## src/sv/binary_clock_set_and_display_top_macros.svh

```systemverilog
// Assertion macros for the binary clock controller
`ifndef BINARY_CLOCK_SET_AND_DISPLAY_TOP_MACROS_SVH
`define BINARY_CLOCK_SET_AND_DISPLAY_TOP_MACROS_SVH

`ifndef SYNTHESIS
`define BCSD_ASSERT(lbl, expr) \
    lbl: assert property (@(posedge i_clk) disable iff (!i_rst_n) (expr)) \
        else $error("bcsd assertion failed");
`define BCSD_ASSERT_NEXT(lbl, ante, cons) \
    lbl: assert property (@(posedge i_clk) disable iff (!i_rst_n) (ante) |=> (cons)) \
        else $error("bcsd assertion failed");
`else
`define BCSD_ASSERT(lbl, expr)
`define BCSD_ASSERT_NEXT(lbl, ante, cons)
`endif

`endif

```

## src/sv/bcsd_pkg.sv

```systemverilog
package bcsd_pkg;

    localparam int LED_W = 12;

    typedef struct packed {
        logic       mode;
        logic       plus_button;
        logic       long_press;
        logic       short_press;
        logic [4:0] rtc_hours;
        logic [5:0] rtc_minutes;
        logic [5:0] rtc_seconds;
        logic [31:0] tick_ms;
    } t_in_item;

    typedef struct packed {
        logic [LED_W-1:0] led_levels;
        logic             rtc_write;
        logic [4:0]       write_hours;
        logic [5:0]       write_minutes;
        logic [1:0]       current_mode;
    } t_out_item;

    typedef enum logic [2:0] {
        MODE_RUN     = 3'b001,
        MODE_HOURS   = 3'b010,
        MODE_MINUTES = 3'b100
    } t_mode;

    localparam logic [1:0] CUR_RUN     = 2'd0;
    localparam logic [1:0] CUR_HOURS   = 2'd1;
    localparam logic [1:0] CUR_MINUTES = 2'd2;

    localparam logic [4:0] HOURS_DAY   = 5'd24;
    localparam logic [4:0] HOURS_MAX   = 5'd23;
    localparam logic [4:0] HOURS_HALF  = 5'd12;
    localparam logic [5:0] MINS_HOUR   = 6'd60;
    localparam logic [5:0] MINS_MAX    = 6'd59;

    localparam logic [LED_W-1:0] LED_ALL_DARK = '1;

    // floor(x/3) == (x * DIV3_RECIP) >> 33 for any 32-bit x
    localparam logic [31:0] DIV3_RECIP = 32'hAAAA_AAAB;

endpackage

```

## src/sv/bcsd_leds.sv

```systemverilog
module bcsd_leds
    import bcsd_pkg::*;
(
    input  logic [5:0]       i_minutes,
    input  logic [4:0]       i_hours,
    input  logic             i_seconds_lsb,
    output logic [LED_W-1:0] o_leds
);

    logic       pm;
    logic [4:0] h12;

    always_comb begin
        pm  = (i_hours >= HOURS_HALF);
        h12 = pm ? (i_hours - HOURS_HALF) : i_hours;
        o_leds[0] = ~i_seconds_lsb;
        for (int i = 0; i < 6; i++) begin
            o_leds[6-i] = ~i_minutes[i];
        end
        for (int i = 0; i < 4; i++) begin
            o_leds[7+i] = ~h12[i];
        end
        o_leds[11] = ~pm;
    end

endmodule

```

## src/sv/binary_clock_set_and_display_top.sv

```systemverilog
// Data path: input register, then result register, from input transaction to result.
// Throughput: one transaction per cycle while the receiver does not stall; the only logic path is one 32x32 multiply
// for the blink phase plus small wraps and the LED encoder.
// Reset (synchronous, active low): mode run, edit and latched time zero,
// all LEDs dark, both pipeline registers empty.
`include "binary_clock_set_and_display_top_macros.svh"

module binary_clock_set_and_display_top
    import bcsd_pkg::*;
(
    input  logic      i_clk,
    input  logic      i_rst_n,
    input  logic      i_valid,
    output logic      o_stall,
    input  t_in_item  i_data,
    output logic      o_valid,
    input  logic      i_stall,
    output t_out_item o_data
);

    logic             r_in_valid;
    t_in_item         r_in;
    logic             r_out_valid, n_out_valid;
    t_out_item        r_out, n_out;
    t_mode            r_mode, n_mode;
    logic [4:0]       r_eh, n_eh, r_lh, n_lh;
    logic [5:0]       r_em, n_em, r_lm, n_lm;
    logic [LED_W-1:0] r_led, n_led;

    logic             adv, proc, phase;
    logic [63:0]      prod;
    logic [5:0]       eh_inc;
    logic [6:0]       em_inc;
    logic [4:0]       eh_up, eh_dn, eh_commit;
    logic [5:0]       em_up, em_dn, em_commit;
    logic [5:0]       d_minutes;
    logic [4:0]       d_hours;
    logic [LED_W-1:0] drawn;

    assign adv     = !r_out_valid || !i_stall;
    assign proc    = r_in_valid && adv;
    assign o_stall = r_in_valid && !adv;
    assign o_valid = r_out_valid;
    assign o_data  = r_out;

    assign prod  = {32'd0, r_in.tick_ms} * {32'd0, DIV3_RECIP};
    assign phase = prod[33];

    always_comb begin
        eh_inc    = {1'b0, r_eh} + 6'd1;
        eh_up     = (eh_inc >= {1'b0, HOURS_DAY}) ? 5'(eh_inc - {1'b0, HOURS_DAY})
                                                  : eh_inc[4:0];
        eh_dn     = (r_eh == 5'd0) ? HOURS_MAX : r_eh - 5'd1;
        eh_commit = (r_eh >= HOURS_DAY) ? r_eh - HOURS_DAY : r_eh;
        em_inc    = {1'b0, r_em} + 7'd1;
        em_up     = (em_inc >= {1'b0, MINS_HOUR}) ? 6'(em_inc - {1'b0, MINS_HOUR})
                                                  : em_inc[5:0];
        em_dn     = (r_em == 6'd0) ? MINS_MAX : r_em - 6'd1;
        em_commit = (r_em >= MINS_HOUR) ? r_em - MINS_HOUR : r_em;
    end

    always_comb begin
        case (r_mode)
            MODE_HOURS: begin
                d_minutes = r_em;
                d_hours   = phase ? r_eh : 5'd0;
            end
            MODE_MINUTES: begin
                d_minutes = phase ? r_em : 6'd0;
                d_hours   = r_eh;
            end
            default: begin
                d_minutes = r_in.rtc_minutes;
                d_hours   = r_in.rtc_hours;
            end
        endcase
    end

    bcsd_leds u_leds (
        .i_minutes     (d_minutes),
        .i_hours       (d_hours),
        .i_seconds_lsb (r_in.rtc_seconds[0]),
        .o_leds        (drawn)
    );

    always_comb begin
        n_mode = r_mode;
        n_eh   = r_eh;
        n_em   = r_em;
        n_lh   = r_lh;
        n_lm   = r_lm;
        n_led  = r_led;
        n_out  = r_out;
        n_out.rtc_write     = 1'b0;
        n_out.write_hours   = 5'd0;
        n_out.write_minutes = 6'd0;
        if (r_in.mode) begin
            n_lh = r_in.rtc_hours;
            n_lm = r_in.rtc_minutes;
            case (r_mode)
                MODE_RUN, MODE_HOURS, MODE_MINUTES: n_led = drawn;
                default: n_led = r_led;
            endcase
        end else if (r_in.long_press) begin
            if (r_in.plus_button) begin
                case (r_mode)
                    MODE_RUN: begin
                        n_eh   = r_lh;
                        n_em   = r_lm;
                        n_mode = MODE_HOURS;
                    end
                    MODE_HOURS: n_mode = MODE_MINUTES;
                    MODE_MINUTES: begin
                        n_mode = MODE_RUN;
                        n_lh   = eh_commit;
                        n_lm   = em_commit;
                        n_out.rtc_write     = 1'b1;
                        n_out.write_hours   = eh_commit;
                        n_out.write_minutes = em_commit;
                    end
                    default: n_mode = r_mode;
                endcase
            end else begin
                n_mode = MODE_RUN;
            end
        end else if (r_in.short_press) begin
            case (r_mode)
                MODE_HOURS:   n_eh = r_in.plus_button ? eh_up : eh_dn;
                MODE_MINUTES: n_em = r_in.plus_button ? em_up : em_dn;
                default: n_eh = r_eh;
            endcase
        end
        n_out.led_levels = n_led;
        case (n_mode)
            MODE_HOURS:   n_out.current_mode = CUR_HOURS;
            MODE_MINUTES: n_out.current_mode = CUR_MINUTES;
            default:      n_out.current_mode = CUR_RUN;
        endcase
        n_out_valid = proc ? 1'b1 : (r_out_valid && i_stall);
    end

    always_ff @(posedge i_clk) begin
        if (!i_rst_n) begin
            r_in_valid  <= 1'b0;
            r_out_valid <= 1'b0;
            r_mode      <= MODE_RUN;
            r_eh        <= '0;
            r_em        <= '0;
            r_lh        <= '0;
            r_lm        <= '0;
            r_led       <= LED_ALL_DARK;
        end else begin
            if (!o_stall) begin
                r_in_valid <= i_valid;
            end
            r_out_valid <= n_out_valid;
            if (proc) begin
                r_mode <= n_mode;
                r_eh   <= n_eh;
                r_em   <= n_em;
                r_lh   <= n_lh;
                r_lm   <= n_lm;
                r_led  <= n_led;
            end
        end
    end

    always_ff @(posedge i_clk) begin
        if (!o_stall) begin
            r_in <= i_data;
        end
        if (proc) begin
            r_out <= n_out;
        end
    end

    `BCSD_ASSERT(a_write_in_run, !(r_out_valid && r_out.rtc_write) || r_out.current_mode == CUR_RUN)
    `BCSD_ASSERT(a_write_range, !(r_out_valid && r_out.rtc_write) || (r_out.write_hours < HOURS_DAY && r_out.write_minutes < MINS_HOUR))
    `BCSD_ASSERT(a_write_zero, !(r_out_valid && !r_out.rtc_write) || (r_out.write_hours == 5'd0 && r_out.write_minutes == 6'd0))
    `BCSD_ASSERT_NEXT(a_state_hold, !proc, $stable(r_mode) && $stable(r_led) && $stable(r_eh) && $stable(r_em))
    `BCSD_ASSERT_NEXT(a_led_match, proc, r_out.led_levels == r_led)

endmodule

```

## config.mk

```make
export PLATFORM = sky130hd
export DESIGN_NAME = binary_clock_set_and_display_top
export DESIGN_NICKNAME = d
export VERILOG_FILES = /design/src/sv/bcsd_pkg.sv /design/src/sv/bcsd_leds.sv /design/src/sv/binary_clock_set_and_display_top.sv
export VERILOG_INCLUDE_DIRS = /design/src /design/src/sv
export SDC_FILE = /design/constraint.sdc
export NUM_CORES = 1
export LEC_CHECK = 0
export BUFFER_PORTS_ARGS = -buffer_cell sky130_fd_sc_hd__buf_4
export CAP_MARGIN = 15
export CORE_MARGIN = 2
export CORE_UTILIZATION = 25
export DETAILED_ROUTE_END_ITERATION = 10
export MAX_ROUTING_LAYER = met4
export PLACE_DENSITY = 0.48
export SLEW_MARGIN = 20
export SYNTH_ARGS = -nofsm -noshare
export SYNTH_HDL_FRONTEND = slang
export SYNTH_SLANG_ARGS = --single-unit
export TNS_END_PERCENT = 5
```

## constraint.sdc

```tcl
create_clock -name i_clk -period 6.5 [get_ports i_clk]
set_input_delay 1.3 -clock i_clk [delete_from_list [all_inputs] [get_ports i_clk]]
set_output_delay 1.3 -clock i_clk [all_outputs]
set_load 0.02 [all_outputs]
```

==> impl_metrics.tcl <==
set metrics [dict create \
    synth_edf_count 74 \
    grt_remaining_overflow 0 \
    die_area_um2 55700 \
    layout_setup_ws_ns -0.763 \
    drc 0 \
    crit_path_max_fanout 3 \
    fp.dieW_um 236 \
    place.gp.congestion 0.867 \
    post-route-period-util_pct 112 \
    wirelength_um 37500 \
    outcome "finished with violations" \
    synth-main-ff-cell "edfxtp_1" \
    grt.met2_usage_pct 25.2 \
    seq_area_frac_synth_pct 22.3 \
    r2r_slack_ns -0.76 \
    syn2layout_area_growth_pct 28.8 \
    rr_worst_depth 27 \
    cap_violations 0 \
    postRouteAntennaNets 0 \
    synth_area_leader_cell "fa_1" \
    rsz0062_at_grt "yes" \
    grt_util_met3_pct 1.91 \
    yosys_warnings 0 \
    start_util_pct 25.2 \
    start_kind "register" \
    clock-sinks 113 \
    grt_max_degree 49 \
    drtPass1Iterations 5 \
    mappedNetlistNets 1735 \
    yosys.area.top_type_share_pct 30.5 \
    die_h_um 236 \
    setup_viol 22 \
    clk_path_buf_depth 2 \
    vias_per_cell 4.20 \
    synthCells 1273 \
    root_buffer "clkbuf_16" \
    drt_first_iter_violations 385 \
    worstSkewPairLatency_ns 0.44 \
    fin_worst_skew_ns 0.0129 \
    dp_hpwl_um 31700 \
    ios 85 \
    pre_cts_ws_ns -1.18 \
    crit_path_end_kind "register" \
    grt_usage_pct 14.4 \
    port_buffers 79 \
    antenna_found_initial 1 \
    htree_levels 4 \
    grt_busiest_layer "met2" \
    min_path_type "reg2reg" \
    r2r_end "o_data[24]" \
    async_flop_share_pct 0 \
    final_common_cell "inv_1" \
    place_inst 2163 \
    final_cell_mix "inv_1 (326), buf_4 (242), fa_1 (184), ha_1 (167), edfxtp_1 (74)" \
    wl_per_cell_um 16.9 \
    first_global_vias 10200 \
    row_count 85 \
    whs_endpoint "r_led[1]" \
    grt_pass1_wl_um 58700 \
    slew_headroom_pct 30.3 \
    clock.fmax_mhz 138 \
    worst_slew_pin_slew_ns 1.04 \
    violations "setup timing" \
    fin_crit_ns 7.26 \
    cts_buffers 17 \
    crit_arrival_ns 7.55 \
    core-area_um2 53500 \
    synth_area_leaders "fa_1 (30%), ha_1 (19%), edfxtp_1 (17%), inv_1 (9.6%), dfxtp_1 (5.8%)" \
    finalHoldViolations 0 \
    worstHoldStart "r_led[1]" \
    ys_seq_elements 113 \
    synthDistinctLibCells 57 \
    clk_pin_slew_ns 0.06 \
    fin_cells 2220 \
    synth_area_um2 13500 \
    drive_gt1_share_pct 25.7 \
    route.vias.total 9332 \
    cp.required_ns 6.79 \
    syn_avg_cell_area_um2 10.6 \
    use_met1_pct 17.7 \
    r2r-start "r_in[16]" \
    min_path_cells 2 \
    path_class "reg2reg" \
    slew_violations 0 \
    nets 1972 \
    cts_tree "built" \
]
-- synth_stat cells, drive strengths merged, types with 3 or more instances --
cell / n
nand2b: 9
a21o: 10
nand2: 72
inv: 346
nand3: 20
nor3b: 3
nand4: 8
a221o: 6
o211a: 16
mux2: 3
a211oi: 5
and2: 4
or2: 3
xnor2: 35
a31oi: 4
mux2i: 8
a221oi: 8
a22o: 4
clkbuf: 31
a22oi: 4
nor2: 28
fa: 205
ha: 200
o21a: 3
o211ai: 20
xor2: 14
a21oi: 29
edfxtp: 74
o21ai: 22
dfxtp: 39
nor2b: 14
-- kinds of logic (layout without fill, tap and decap cells) --
group	Yosys count	count (layout)	synth area share, %
adder cells (fa/ha/maj)	405	405	49.1
AO/OA/AOI/OAI	144	144	7.85
other	0	1	0
AND/OR/NAND/NOR	171	171	6.04
multiplexers	11	11	0.874
flip-flops	113	113	22.3
buffers and inverters	380	630	10.6
XOR/XNOR	49	49	3.24
-- flip-flops by register name, indices dropped and copies added, names as in the netlist --
register,flops
r_em,6
r_lm,6
o_data,26
r_eh,5
r_in,48
o_valid,1
r_mode,3
r_led,12
r_in_valid,1
r_lh,5
-- what timing repair did --
| action | in CTS | in global routing |
|---|---|---|
| setup buffers | 25 | 2 |
| pin swaps | 54 | 50 |
| setup endpoints to repair | 22 | 22 |
| hold buffers | 0 | 0 |
| resized for setup | 44 | 26 |
| gates cloned | 0 | 0 |
-- through the flow --
stage / cell area [um^2] / hold slack [ns] / TNS, ns / utilization [%]
floorplan: 13800 / 0.440 / -1.32 / -
global placement: 16300 / 0.449 / -19.00 / 30.4
detailed placement: 16300 / 0.455 / -19.14 / 30.4
CTS: 17200 / 0.472 / -11.96 / 32.2
global route: 17300 / 0.491 / -16.53 / 32.4
finish: 17300 / 0.466 / -10.63 / 32.4
-- area by class of cell --
cell class / count / area (um^2)
Multi-Input combinational cell: 780 / 9630
Tap cell: 696 / 871
Inverter: 347 / 1310
Fill cell: 5459 / 36200
Sequential cell: 113 / 3000
Antenna cell: 1 / 2.50
Clock buffer: 24 / 546
Timing Repair Buffer: 251 / 1920
Clock inverter: 8 / 60.1
-- worst max-delay path by stage --
| stage | start | slack [ns] | to |
|---|---|---|---|
| floorplan | r_in[16] | -0.35 | o_data[24] |
| CTS | r_in[13] | -0.81 | o_data[24] |
| finish | r_in[16] | -0.76 | o_data[24] |
| global route | r_in[19] | -1.04 | r_led[9] |
| detailed placement | r_in[4] | -1.18 | o_data[24] |
| global placement | r_in[4] | -1.14 | o_data[24] |
-- worst max-delay path: stages, from the launching register on --
cell and delay, ns:
edfxtp_1 0.53, ha_4 0.35, inv_4 0.03, fa_2 0.54
fa_2 0.45, fa_1 0.49, fa_2 0.55, inv_1 0.05
fa_1 0.46, fa_1 0.52, inv_1 0.05, fa_1 0.48
inv_2 0.04, ha_4 0.21, nand4_1 0.15, buf_4 0.14
a21oi_2 0.04, o31ai_4 0.26, o311ai_2 0.15, a21oi_2 0.24
xnor2_2 0.14, a21oi_2 0.16, a22o_1 0.19, ha_2 0.18
nand2_2 0.06, o2bb2ai_4 0.19, mux2_4 0.33, o21ai_2 0.12
-- layer usage --
layer	share of wire, %	up-vias
met5	0	-
met4	1.6	0
met3	2.3	33
met2	52	103
met1	44	4665
li1	-	4531
Power is not shown: default switching activity piles up to over one toggle a cycle in this logic, so the estimate is an artifact.
